--- config.mk ---
export PLATFORM = sky130hd
export DESIGN_NAME = jpeg_marker_segmenter
export DESIGN_NICKNAME = d
export VERILOG_FILES = /design/src/design/jms_pkg.sv /design/src/design/jpeg_marker_segmenter.sv /design/src/design/jms_parser.sv
export SDC_FILE = /design/constraint.sdc
export NUM_CORES = 1
export LEC_CHECK = 0
export BUFFER_PORTS_ARGS = -buffer_cell sky130_fd_sc_hd__buf_2
export CAP_MARGIN = 20
export CORE_UTILIZATION = 37
export CTS_CLUSTER_SIZE = 20
export DETAILED_ROUTE_END_ITERATION = 12
export PLACE_DENSITY_LB_ADDON = 0.08
export SETUP_SLACK_MARGIN = 0.1
export SKIP_CTS_REPAIR_TIMING = 1
export SKIP_LAST_GASP = 1
export SLEW_MARGIN = 20
export SYNTH_ARGS = -nofsm -noshare
export SYNTH_HDL_FRONTEND = slang
export SYNTH_SLANG_ARGS = --single-unit
--- constraint.sdc ---
create_clock -name clock -period 10.3 [get_ports clock]
set_clock_uncertainty 0.05 [all_clocks]
set_input_delay 0.515 -clock clock [delete_from_list [all_inputs] [get_ports clock]]
set_output_delay 0.515 -clock clock [all_outputs]
set_load 0.02 [all_outputs]
--- src/design/jms_pkg.sv ---
package jms_pkg;

   localparam int OFFSET_BITS      = 24;
   localparam int FILE_LENGTH_BITS = 24;
   localparam int SEG_LENGTH_BITS  = 17;
   localparam int CSR_DATA_BITS    = 32;
   localparam int CSR_ADDR_BITS    = 3;

   localparam logic [FILE_LENGTH_BITS-1:0] FILE_LENGTH_RESET = '1;
   localparam logic [OFFSET_BITS-1:0]      POS_MAX           = '1;

   localparam logic [0:0] CSR_IDX_FILE_LENGTH = 1'b0;

   localparam logic [7:0] BYTE_ESCAPE   = 8'hFF;
   localparam logic [7:0] BYTE_STUFF    = 8'h00;
   localparam logic [7:0] CODE_RST_LOW  = 8'hD0;
   localparam logic [7:0] CODE_RST_HIGH = 8'hD7;
   localparam logic [7:0] CODE_SOS      = 8'hDA;
   localparam logic [7:0] CODE_DQT      = 8'hDB;
   localparam logic [7:0] CODE_SOF0     = 8'hC0;
   localparam logic [7:0] CODE_DHT      = 8'hC4;

   typedef enum logic [4:0] {
      PHASE_SCAN   = 5'b00001,
      PHASE_LEN_HI = 5'b00010,
      PHASE_LEN_LO = 5'b00100,
      PHASE_SKIP   = 5'b01000,
      PHASE_DONE   = 5'b10000
   } phase_type;

   typedef struct packed {
      logic [7:0]                 marker_code;
      logic [OFFSET_BITS-1:0]     segment_offset;
      logic [SEG_LENGTH_BITS-1:0] segment_length;
      logic                       length_declared;
      logic                       scan_begins;
   } result_type;

   function automatic logic has_length(input logic [7:0] code);
      return (code == CODE_SOS) || (code == CODE_DQT) ||
             (code == CODE_SOF0) || (code == CODE_DHT);
   endfunction

endpackage

--- src/design/jpeg_marker_segmenter.sv ---
// JPEG marker segmenter.
// The request channel carries one file byte per transfer, with file_start
// marking the first byte of a new file, which clears the parser state.
// The response channel carries one transfer per marker segment found: its
// code, the offset of the opening 0xFF, the segment length and flags for a
// declared length and for the start of scan.
// The csr port holds file_length at byte address 0; bytes at or beyond that
// position are counted but otherwise ignored. It is to be written only while
// idle, by the user; the block itself does not enforce this. One byte is
// accepted every cycle while req_stall is low. The parser state is updated
// in the transfer cycle, and its result is registered in the output buffer.
// A two-entry output buffer lets the request side keep flowing while one
// result waits on a stalled receiver; req_stall rises only when both entries
// are full, and falls once the receiver takes a result.
// Reset clears the parser state, empties the output buffer and sets
// file_length to its all-ones value.
module jpeg_marker_segmenter (
   input  logic                                 clock,
   input  logic                                 reset,
   input  logic                                 req_valid,
   output logic                                 req_stall,
   input  logic [7:0]                           req_data_byte,
   input  logic                                 req_file_start,
   output logic                                 rsp_valid,
   input  logic                                 rsp_stall,
   output logic [7:0]                           rsp_marker_code,
   output logic [jms_pkg::OFFSET_BITS-1:0]      rsp_segment_offset,
   output logic [jms_pkg::SEG_LENGTH_BITS-1:0]  rsp_segment_length,
   output logic                                 rsp_length_declared,
   output logic                                 rsp_scan_begins,
   input  logic                                 csr_psel,
   input  logic                                 csr_penable,
   input  logic                                 csr_pwrite,
   input  logic [jms_pkg::CSR_ADDR_BITS-1:0]    csr_paddr,
   input  logic [jms_pkg::CSR_DATA_BITS-1:0]    csr_pwdata,
   output logic [jms_pkg::CSR_DATA_BITS-1:0]    csr_prdata,
   output logic                                 csr_pready
);

   logic [jms_pkg::FILE_LENGTH_BITS-1:0] file_length_ff;
   logic                                 req_accept;
   logic                                 new_valid;
   jms_pkg::result_type                  new_result;
   logic                                 out_valid_ff, skid_valid_ff;
   jms_pkg::result_type                  out_ff, skid_ff;
   logic                                 pop;
   logic                                 csr_sel_file_length;

   assign csr_pready          = 1'b1;
   assign csr_sel_file_length = (csr_paddr[2] == jms_pkg::CSR_IDX_FILE_LENGTH);
   assign csr_prdata          = csr_sel_file_length
                                ? jms_pkg::CSR_DATA_BITS'(file_length_ff) : '0;

   always_ff @(posedge clock) begin
      if (reset) begin
         file_length_ff <= jms_pkg::FILE_LENGTH_RESET;
      end else if (csr_psel && csr_penable && csr_pwrite && csr_sel_file_length) begin
         file_length_ff <= csr_pwdata[jms_pkg::FILE_LENGTH_BITS-1:0];
      end
   end

   assign req_stall  = skid_valid_ff;
   assign req_accept = req_valid && !skid_valid_ff;

   jms_parser u_parser (
      .clock        (clock),
      .reset        (reset),
      .accept       (req_accept),
      .data_byte    (req_data_byte),
      .file_start   (req_file_start),
      .file_length  (file_length_ff),
      .result_valid (new_valid),
      .result       (new_result)
   );

   assign pop = out_valid_ff && !rsp_stall;

   always_ff @(posedge clock) begin
      if (reset) begin
         out_valid_ff  <= 1'b0;
         skid_valid_ff <= 1'b0;
      end else if (skid_valid_ff) begin
         if (pop) begin
            skid_valid_ff <= 1'b0;
         end
      end else if (req_accept && new_valid) begin
         if (out_valid_ff && !pop) begin
            skid_valid_ff <= 1'b1;
         end else begin
            out_valid_ff <= 1'b1;
         end
      end else if (pop) begin
         out_valid_ff <= 1'b0;
      end
   end

   always_ff @(posedge clock) begin
      if (skid_valid_ff) begin
         if (pop) begin
            out_ff <= skid_ff;
         end
      end else if (req_accept && new_valid) begin
         if (out_valid_ff && !pop) begin
            skid_ff <= new_result;
         end else begin
            out_ff <= new_result;
         end
      end
   end

   assign rsp_valid           = out_valid_ff;
   assign rsp_marker_code     = out_ff.marker_code;
   assign rsp_segment_offset  = out_ff.segment_offset;
   assign rsp_segment_length  = out_ff.segment_length;
   assign rsp_length_declared = out_ff.length_declared;
   assign rsp_scan_begins     = out_ff.scan_begins;

endmodule

--- src/design/jms_parser.sv ---
module jms_parser (
   input  logic                                  clock,
   input  logic                                  reset,
   input  logic                                  accept,
   input  logic [7:0]                            data_byte,
   input  logic                                  file_start,
   input  logic [jms_pkg::FILE_LENGTH_BITS-1:0]  file_length,
   output logic                                  result_valid,
   output jms_pkg::result_type                   result
);

   logic [jms_pkg::OFFSET_BITS-1:0] pos_ff, pos_in, pos_cur;
   logic                            esc_ff, esc_in, esc_cur;
   jms_pkg::phase_type              phase_ff, phase_in, phase_cur;
   logic [7:0]                      marker_ff, marker_in, marker_cur;
   logic [jms_pkg::OFFSET_BITS-1:0] offset_ff, offset_in, offset_cur;
   logic [7:0]                      len_hi_ff, len_hi_in, len_hi_cur;
   logic [15:0]                     skip_ff, skip_in, skip_cur;
   logic [15:0]                     len_word;
   logic [15:0]                     len_fixed;
   logic [jms_pkg::OFFSET_BITS:0]   pos_plus2;
   logic                            in_file;
   logic                            is_marker;

   always_comb begin
      pos_cur    = file_start ? '0 : pos_ff;
      esc_cur    = file_start ? 1'b0 : esc_ff;
      phase_cur  = file_start ? jms_pkg::PHASE_SCAN : phase_ff;
      marker_cur = file_start ? 8'd0 : marker_ff;
      offset_cur = file_start ? '0 : offset_ff;
      len_hi_cur = file_start ? 8'd0 : len_hi_ff;
      skip_cur   = file_start ? 16'd0 : skip_ff;

      pos_in    = (pos_cur < jms_pkg::POS_MAX) ? pos_cur + 1'b1 : pos_cur;
      esc_in    = esc_cur;
      phase_in  = phase_cur;
      marker_in = marker_cur;
      offset_in = offset_cur;
      len_hi_in = len_hi_cur;
      skip_in   = skip_cur;

      pos_plus2 = {1'b0, pos_cur} + 2'd2;
      in_file   = pos_cur < file_length;
      len_word  = {len_hi_cur, data_byte};
      len_fixed = (len_word < 16'd2) ? 16'd2 : len_word;
      is_marker = !((data_byte == jms_pkg::BYTE_STUFF) ||
                    (data_byte == jms_pkg::BYTE_ESCAPE) ||
                    ((data_byte >= jms_pkg::CODE_RST_LOW) &&
                     (data_byte <= jms_pkg::CODE_RST_HIGH)));

      result_valid           = 1'b0;
      result.marker_code     = data_byte;
      result.segment_offset  = offset_cur;
      result.segment_length  = jms_pkg::SEG_LENGTH_BITS'(2);
      result.length_declared = 1'b0;
      result.scan_begins     = 1'b0;

      if (in_file) begin
         unique case (phase_cur)
            jms_pkg::PHASE_SCAN: begin
               if (!esc_cur) begin
                  if (data_byte == jms_pkg::BYTE_ESCAPE) begin
                     esc_in    = 1'b1;
                     offset_in = pos_cur;
                  end
               end else begin
                  esc_in = 1'b0;
                  if (is_marker) begin
                     marker_in = data_byte;
                     if (jms_pkg::has_length(data_byte) &&
                         (pos_plus2 < {1'b0, file_length})) begin
                        phase_in = jms_pkg::PHASE_LEN_HI;
                     end else begin
                        result_valid       = 1'b1;
                        result.scan_begins = (data_byte == jms_pkg::CODE_SOS);
                        if (data_byte == jms_pkg::CODE_SOS) begin
                           phase_in = jms_pkg::PHASE_DONE;
                        end
                     end
                  end
               end
            end
            jms_pkg::PHASE_LEN_HI: begin
               len_hi_in = data_byte;
               phase_in  = jms_pkg::PHASE_LEN_LO;
            end
            jms_pkg::PHASE_LEN_LO: begin
               skip_in                = len_fixed - 16'd2;
               phase_in               = (len_fixed != 16'd2) ? jms_pkg::PHASE_SKIP
                                                             : jms_pkg::PHASE_SCAN;
               result_valid           = 1'b1;
               result.marker_code     = marker_cur;
               result.segment_length  = {1'b0, len_fixed} + 17'd2;
               result.length_declared = 1'b1;
               result.scan_begins     = (marker_cur == jms_pkg::CODE_SOS);
               if (marker_cur == jms_pkg::CODE_SOS) begin
                  phase_in = jms_pkg::PHASE_DONE;
               end
            end
            jms_pkg::PHASE_SKIP: begin
               skip_in = skip_cur - 16'd1;
               if (skip_cur == 16'd1) begin
                  phase_in = jms_pkg::PHASE_SCAN;
               end
            end
            default: begin
            end
         endcase
      end
   end

   always_ff @(posedge clock) begin
      if (reset) begin
         pos_ff    <= '0;
         esc_ff    <= 1'b0;
         phase_ff  <= jms_pkg::PHASE_SCAN;
         marker_ff <= 8'd0;
         offset_ff <= '0;
         len_hi_ff <= 8'd0;
         skip_ff   <= 16'd0;
      end else if (accept) begin
         pos_ff    <= pos_in;
         esc_ff    <= esc_in;
         phase_ff  <= phase_in;
         marker_ff <= marker_in;
         offset_ff <= offset_in;
         len_hi_ff <= len_hi_in;
         skip_ff   <= skip_in;
      end
   end

endmodule

# --- After elaboration in Yosys (flattened, before gate mapping) ---
# Cells that the tools add are included.
totals:
  ff_bits: 214
  output_inout_bits: 86
  wordCells: 130
  in_bits: 51
classes:
  eq_ne: 15
  n_addsub: 5
  order_cmp: 6
  bitwise_logic: 2
  n_mux: 59
  n_reduce_logical: 23
ops:
  columns: ["operator", "n"]
  rows:
  - ["two-way mux 51 bit", 4]
  - ["two-way mux 24 bit", 8]
  - ["two-way mux 8 bit", 10]
  - ["== test 8 bit, second input constant", 6]
  - ["two-way mux 16 bit", 3]
  - ["two-way mux 5 bit", 8]
  - ["one-hot mux 16 bit (2 select lines)", 1]
  - ["adder 24 x 2 -> 25 bit, second input constant", 1]
  - ["less-than comparator 25 x 24 -> 1 bit", 1]
  - ["adder 24 x 1 -> 24 bit, second input constant", 1]
  - ["less-than comparator 24 bit", 1]
  - ["less-than comparator 24 bit, second input constant", 1]
  - ["one-hot mux 5 bit (4 select lines)", 1]
  - ["two-way mux 1 bit", 19]
  - ["two-way mux 19 bit", 1]
  - ["two-way mux 18 bit", 1]
  - ["adder 16 x 2 -> 17 bit, second input constant", 1]
  - ["== test 16 x 1 -> 1 bit, second input constant", 1]
  - ["less-than comparator 16 x 2 -> 1 bit, second input constant", 1]
  - ["inequality test 16 x 2 -> 1 bit, second input constant", 1]
  - ["subtractor 16 x 1 -> 16 bit, second input constant", 1]
  - ["subtractor 16 x 2 -> 16 bit, second input constant", 1]
  - ["logical AND 1 bit", 9]
  - ["AND reduction 3 bit", 3]
  - ["15 further kinds", 25]

# --- Logic depth before layout (Yosys ltp) ---
logic_depth:
  depth_word: 13
  mapped_depth: 22
  mapped_depth_nobuf: 16

# --- Hierarchy ---
# Synthesis repeated with hierarchy kept, for this count alone.
hier_totals:
  hier_cells: 1205
  hier_area_um2: 11848.9
by_module_without_submodules:
  columns: ["module", "n_inst", "cells_each", "seq_area_each_um2", "area_per_inst_um2"]
  rows:
  - ["jms_parser", 1, 891, 1721.7, 6852.8]
  - ["jpeg_marker_segmenter", 1, 314, 3583.4, 4996.0]

# --- Worst setup path after synthesis ---
# No wires, ideal clock.
synth_timing:
  kind: "input -> register"
  from: "input port req_file_start"
  to: "register out_ff, in the netlist rsp_length_declared (enable)"
  path_slack_ps: 1242
  path_stages: 21
  required_ps: 9707
  path_buffers: 7
  setup_time_ps: 543
  arrival_time_ps: 8465
  cell_sequence: "buf_6 buf_2 clkbuf_1 buf_2 buf_2 buf_1 buf_1 nor2_1 ha_1 and3_1 nand4_2 or4_4 xnor2_1 ha_1 nand4_1 nor4_1 o41ai_1 and4b_1 o41ai_2 nand2_1 a221oi_1"
synth_between:
  elab_chain_len: 12
  word_cells_on_any_way: 17
  classes_between: "1 x add/sub; 2 x order compare; 2 x eq/ne; 8 x mux; 4 x reduce/logical"
synth_lines:
  columns: ["element", "line", "text"]
  rows:
  - ["start: declaration", "jpeg_marker_segmenter.sv:23", "input logic req_file_start,"]
  - ["two-way mux 24 bit", "jms_parser.sv:26", "pos_cur = file_start ? '0 : pos_ff;"]
  - ["adder 24 x 2 -> 25 bit", "jms_parser.sv:42", "pos_plus2 = {1'b0, pos_cur} + 2'd2;"]
  - ["less-than comparator 25 x 24 -> 1 bit", "jms_parser.sv:71", "(pos_plus2 < {1'b0, file_length})) begin"]
  - ["logical AND 1 bit", "jms_parser.sv:70", "if (jms_pkg::has_length(data_byte) &&"]
  - ["two-way mux 1 bit", "jms_parser.sv:70", null]
  - ["two-way mux 1 bit", "jms_parser.sv:68", "if (is_marker) begin"]
  - ["two-way mux 1 bit", "jms_parser.sv:61", "if (!esc_cur) begin"]
  - ["one-hot mux 1 bit (2 select lines)", "jms_parser.sv:59", "unique case (phase_cur)"]
  - ["two-way mux 1 bit (*)", "jms_parser.sv:58", "if (in_file) begin"]
  - ["logical AND 1 bit (*)", "jpeg_marker_segmenter.sv:102", "end else if (req_accept && new_valid) begin"]
  - ["nonzero test 2 bit (no line) (*)", null, null]
  - ["AND reduction 3 bit (no line) (*)", null, null]
  - ["end signal: assignment", "jpeg_marker_segmenter.sv:100", "out_ff <= skid_ff;"]
  - ["end signal: assignment", "jpeg_marker_segmenter.sv:106", "out_ff <= new_result;"]
  - ["end: declaration", "jpeg_marker_segmenter.sv:45", "jms_pkg::result_type out_ff, skid_ff;"]
# Every way passes the cells marked *; elsewhere a longest branch is shown, timed or not.
# A chain may end at the register's enable or synchronous reset.

# --- Final worst setup path ---
layout_timing:
  from: "input port req_file_start"
  to: "register skid_ff[0] (netlist bit) (enable)"
layout_between:
  elab_chain_len: 11
  word_cells_on_any_way: 16
  classes_between: "1 x add/sub; 2 x order compare; 2 x eq/ne; 8 x mux; 3 x reduce/logical"
layout_lines:
  columns: ["element", "line", "text"]
  rows:
  - ["two-way mux 24 bit", "jms_parser.sv:26", null]
  - ["adder 24 x 2 -> 25 bit", "jms_parser.sv:42", null]
  - ["less-than comparator 25 x 24 -> 1 bit", "jms_parser.sv:71", null]
  - ["logical AND 1 bit", "jms_parser.sv:70", null]
  - ["two-way mux 1 bit", "jms_parser.sv:70", null]
  - ["two-way mux 1 bit", "jms_parser.sv:68", null]
  - ["two-way mux 1 bit", "jms_parser.sv:61", null]
  - ["one-hot mux 1 bit (2 select lines)", "jms_parser.sv:59", null]
  - ["two-way mux 1 bit (*)", "jms_parser.sv:58", null]
  - ["logical AND 1 bit (*)", "jpeg_marker_segmenter.sv:102", null]
  - ["AND reduction 3 bit (no line) (*)", null, null]
  - ["end signal: assignment", "jpeg_marker_segmenter.sv:104", "skid_ff <= new_result;"]
  - ["end: declaration", "jpeg_marker_segmenter.sv:45", null]
# Marks and branches as above.

==> run metrics <==
setup_tns=0 ns; clock net sink count=214; fin util=0.435; CP Cell Sequence=buf_4, buf_4, nor2_1, ha_1, and3_1, nand3_1, nor4_2, xnor2_1, ha_1, nand4_1, nor4_1, o41ai_1, and4b_1, o41ai_2, nand2_1, a211oi_4, buf_4; status=finished with violations; Area growth syn-to-layout=14.7%; Final Wtd Congestion=0.841; Die ar.=32300 µm²; vias in the first global route=8783; failing checks=DRC; Power Density=146 nW/µm²; Final Cycle Share=0.610; Worst Setup Path Type=in -> reg; Root Buffer=clkbuf_16; chip height=180 µm; DR DRC count=12; WL/cell=18.2 µm; Post-DRT Antenna Nets=0; H-tree depth=1; CTS Buf Count=26; Async S/R FF share, synth=0; CP Launch Type=primary input; Final HPWL DP=22400 µm; total gr overflow=0; IO Port Bufs=117; Yosys warnings=0; Post-Syn Instances=1282; DR vias=9564; WHS=0.147 ns; minimum clock period=6.29 ns; max-cap violations=0; synth unique cells=82; row cnt=64; area leader, netlist=edfxtp_1; CP dominant cell by count=buf_4; Yosys reg bits=214; final WL=32300 µm; slowest stage cell, crit path=buf_4; Ant. Diodes=0; starting density of the core=0.379; max-slew violation count=0; critical path peak fanout=74; nets=1457; Tot GR Track Use=0.197; HP Class=in -> reg; Worst Setup End Kind=flop; final hold violations=0; fmax=0.159 GHz; Area contributors post-synth=edfxtp_1 (26%), dfxtp_1 (19%), ha_1 (5.6%); initial antenna violation count=0; top_reg_cell synth=dfxtp_1; Synth Cell Area=11700 µm²; TritonRoute pass-1 iters=11; clock buffer depth=3; clock slew at reported path FFs=0.06 ns; Worst slew margin=0.318; share of layout cells above drive strength 1=0.148; Worst EP arrival=6.40 ns; worst hold stages=3; Ports=137; core box area=30800 µm²; R2R depth=15; final setup fails=0; pin count of the biggest net entering global routing=99; maximum vdd drop=112 µV; measured slew at the worst slew-check pin=1.01 ns; CP required=10.41 ns; DRT iter0 DRCs=719; Largest stage delay, worst path=0.73 ns; die width=180 µm; Vias/cell=5.40; area share of the largest cell type after synthesis=0.262; sequential area share after synthesis=0.454; Avg Inst Size Synth=9.12 µm²; CTS tree=built; first-pass GRT wire length=50900 µm; RSZ-0062 raised after global routing=false; top post-synthesis cells by count=nand2_1 (153), nor2_1 (153), dfxtp_1 (112), edfxtp_1 (102), inv_1 (85); clk_lat worst skew=0.54 ns; leakage=5.04 nW; Post-synth EDFFs=102
-- state kept, by name (all words and copies together), names as in the netlist, 5 cells and up --
signal and cells:
rsp_segment_length 17, skid_ff 51, file_length_ff 24, u_parser.offset_ff 24
u_parser.pos_ff 24, u_parser.phase_ff 5, u_parser.skip_ff 16, rsp_marker_code 8
rsp_segment_offset 24, u_parser.len_hi_ff 8, u_parser.marker_ff 8
-- per-stage QoR --
| stage | setup WS (ns) | cells | power, W | cell area, µm² |
|---|---|---|---|---|
| after CTS | 4.10 | 1768 | 0.00197 | 13400 |
| after global routing | 3.76 | 1770 | 0.00202 | 13400 |
| after detailed placement | 3.57 | 1720 | 0.00101 | 12500 |
| after floorplan | 1.24 | 1289 | 0.000979 | 11700 |
| final | 4.01 | 1770 | 0.00195 | 13400 |
| after global placement | 3.59 | 1720 | 0.00101 | 12500 |
-- logic make-up after synthesis --
kind of cell / count (synthesis) / synth area share
compound gates: 296 / 0.179
xor+xnor: 61 / 0.0457
fa+ha+maj: 52 / 0.0557
buf+inv: 177 / 0.0637
flops: 214 / 0.454
mux: 15 / 0.0142
other cells: 2 / 0.000643
simple gates: 465 / 0.187
-- routing by layer --
metal  wire (µm)  global-route usage  vias to the layer above
met2       13300               0.287                      288
met5           0                   0                        -
met4         411              0.0400                        0
li1            -                   -                     4741
met3        1860              0.0280                       37
met1       16700               0.305                     4498
-- final cells by class --
cell class | instances | area [µm²]
Clock buffer | 36 | 723
Clock inverter | 12 | 174
Fill cell | 3024 | 17400
Inverter | 87 | 329
Multi-Input combinational cell | 898 | 5710
Sequential cell | 214 | 5310
Tap cell | 396 | 495
Timing Repair Buffer | 127 | 667
-- final timing paths --
kind | from | end | slack [ns]
max | req_file_start | skid_ff[0]$_DFFE_PP_ | 4.01
min | csr_pwdata[7] | file_length_ff[7]$_SDFFE_PP1P_ | 0.15
max reg2reg | u_parser.pos_ff[1]$_SDFFE_PP0P_ | skid_ff[0]$_DFFE_PP_ | 4.34
min reg2reg | u_parser.skip_ff[14]$_SDFFE_PP0P_ | u_parser.skip_ff[14]$_SDFFE_PP0P_ | 0.42
-- worst max-delay path, delay by kind of cell --
| kind | cells | cell delay, ns |
|---|---|---|
| AOI/OAI and AO/OA | 3 | 1.16 |
| xor gates and xnor gates | 1 | 0.16 |
| buffers and inverters | 3 | 1.80 |
| adders and majority gates | 2 | 0.67 |
| and+or+nand+nor | 8 | 1.92 |
-- placed cells by master (no fill, tap or decap), types with 39 or more instances in the layout --
master | Yosys | layout
ha_1 | 52 | 52
o31ai_1 | 41 | 41
nor2_1 | 153 | 153
a21oi_1 | 39 | 39
nand2_1 | 153 | 153
buf_2 | 10 | 116
dfxtp_1 | 112 | 111
edfxtp_1 | 102 | 102
inv_1 | 85 | 85
o21ai_0 | 47 | 47
-- where the power goes --
group / switching (W) / internal, W / leakage [nW]
Clock: 0.000368 / 0.000591 / 0.433
Sequential: 0.00000154 / 0.000888 / 1.84
Combinational: 0.0000748 / 0.0000289 / 2.76
No activity file was read; power rests on OpenSTA's default activity.
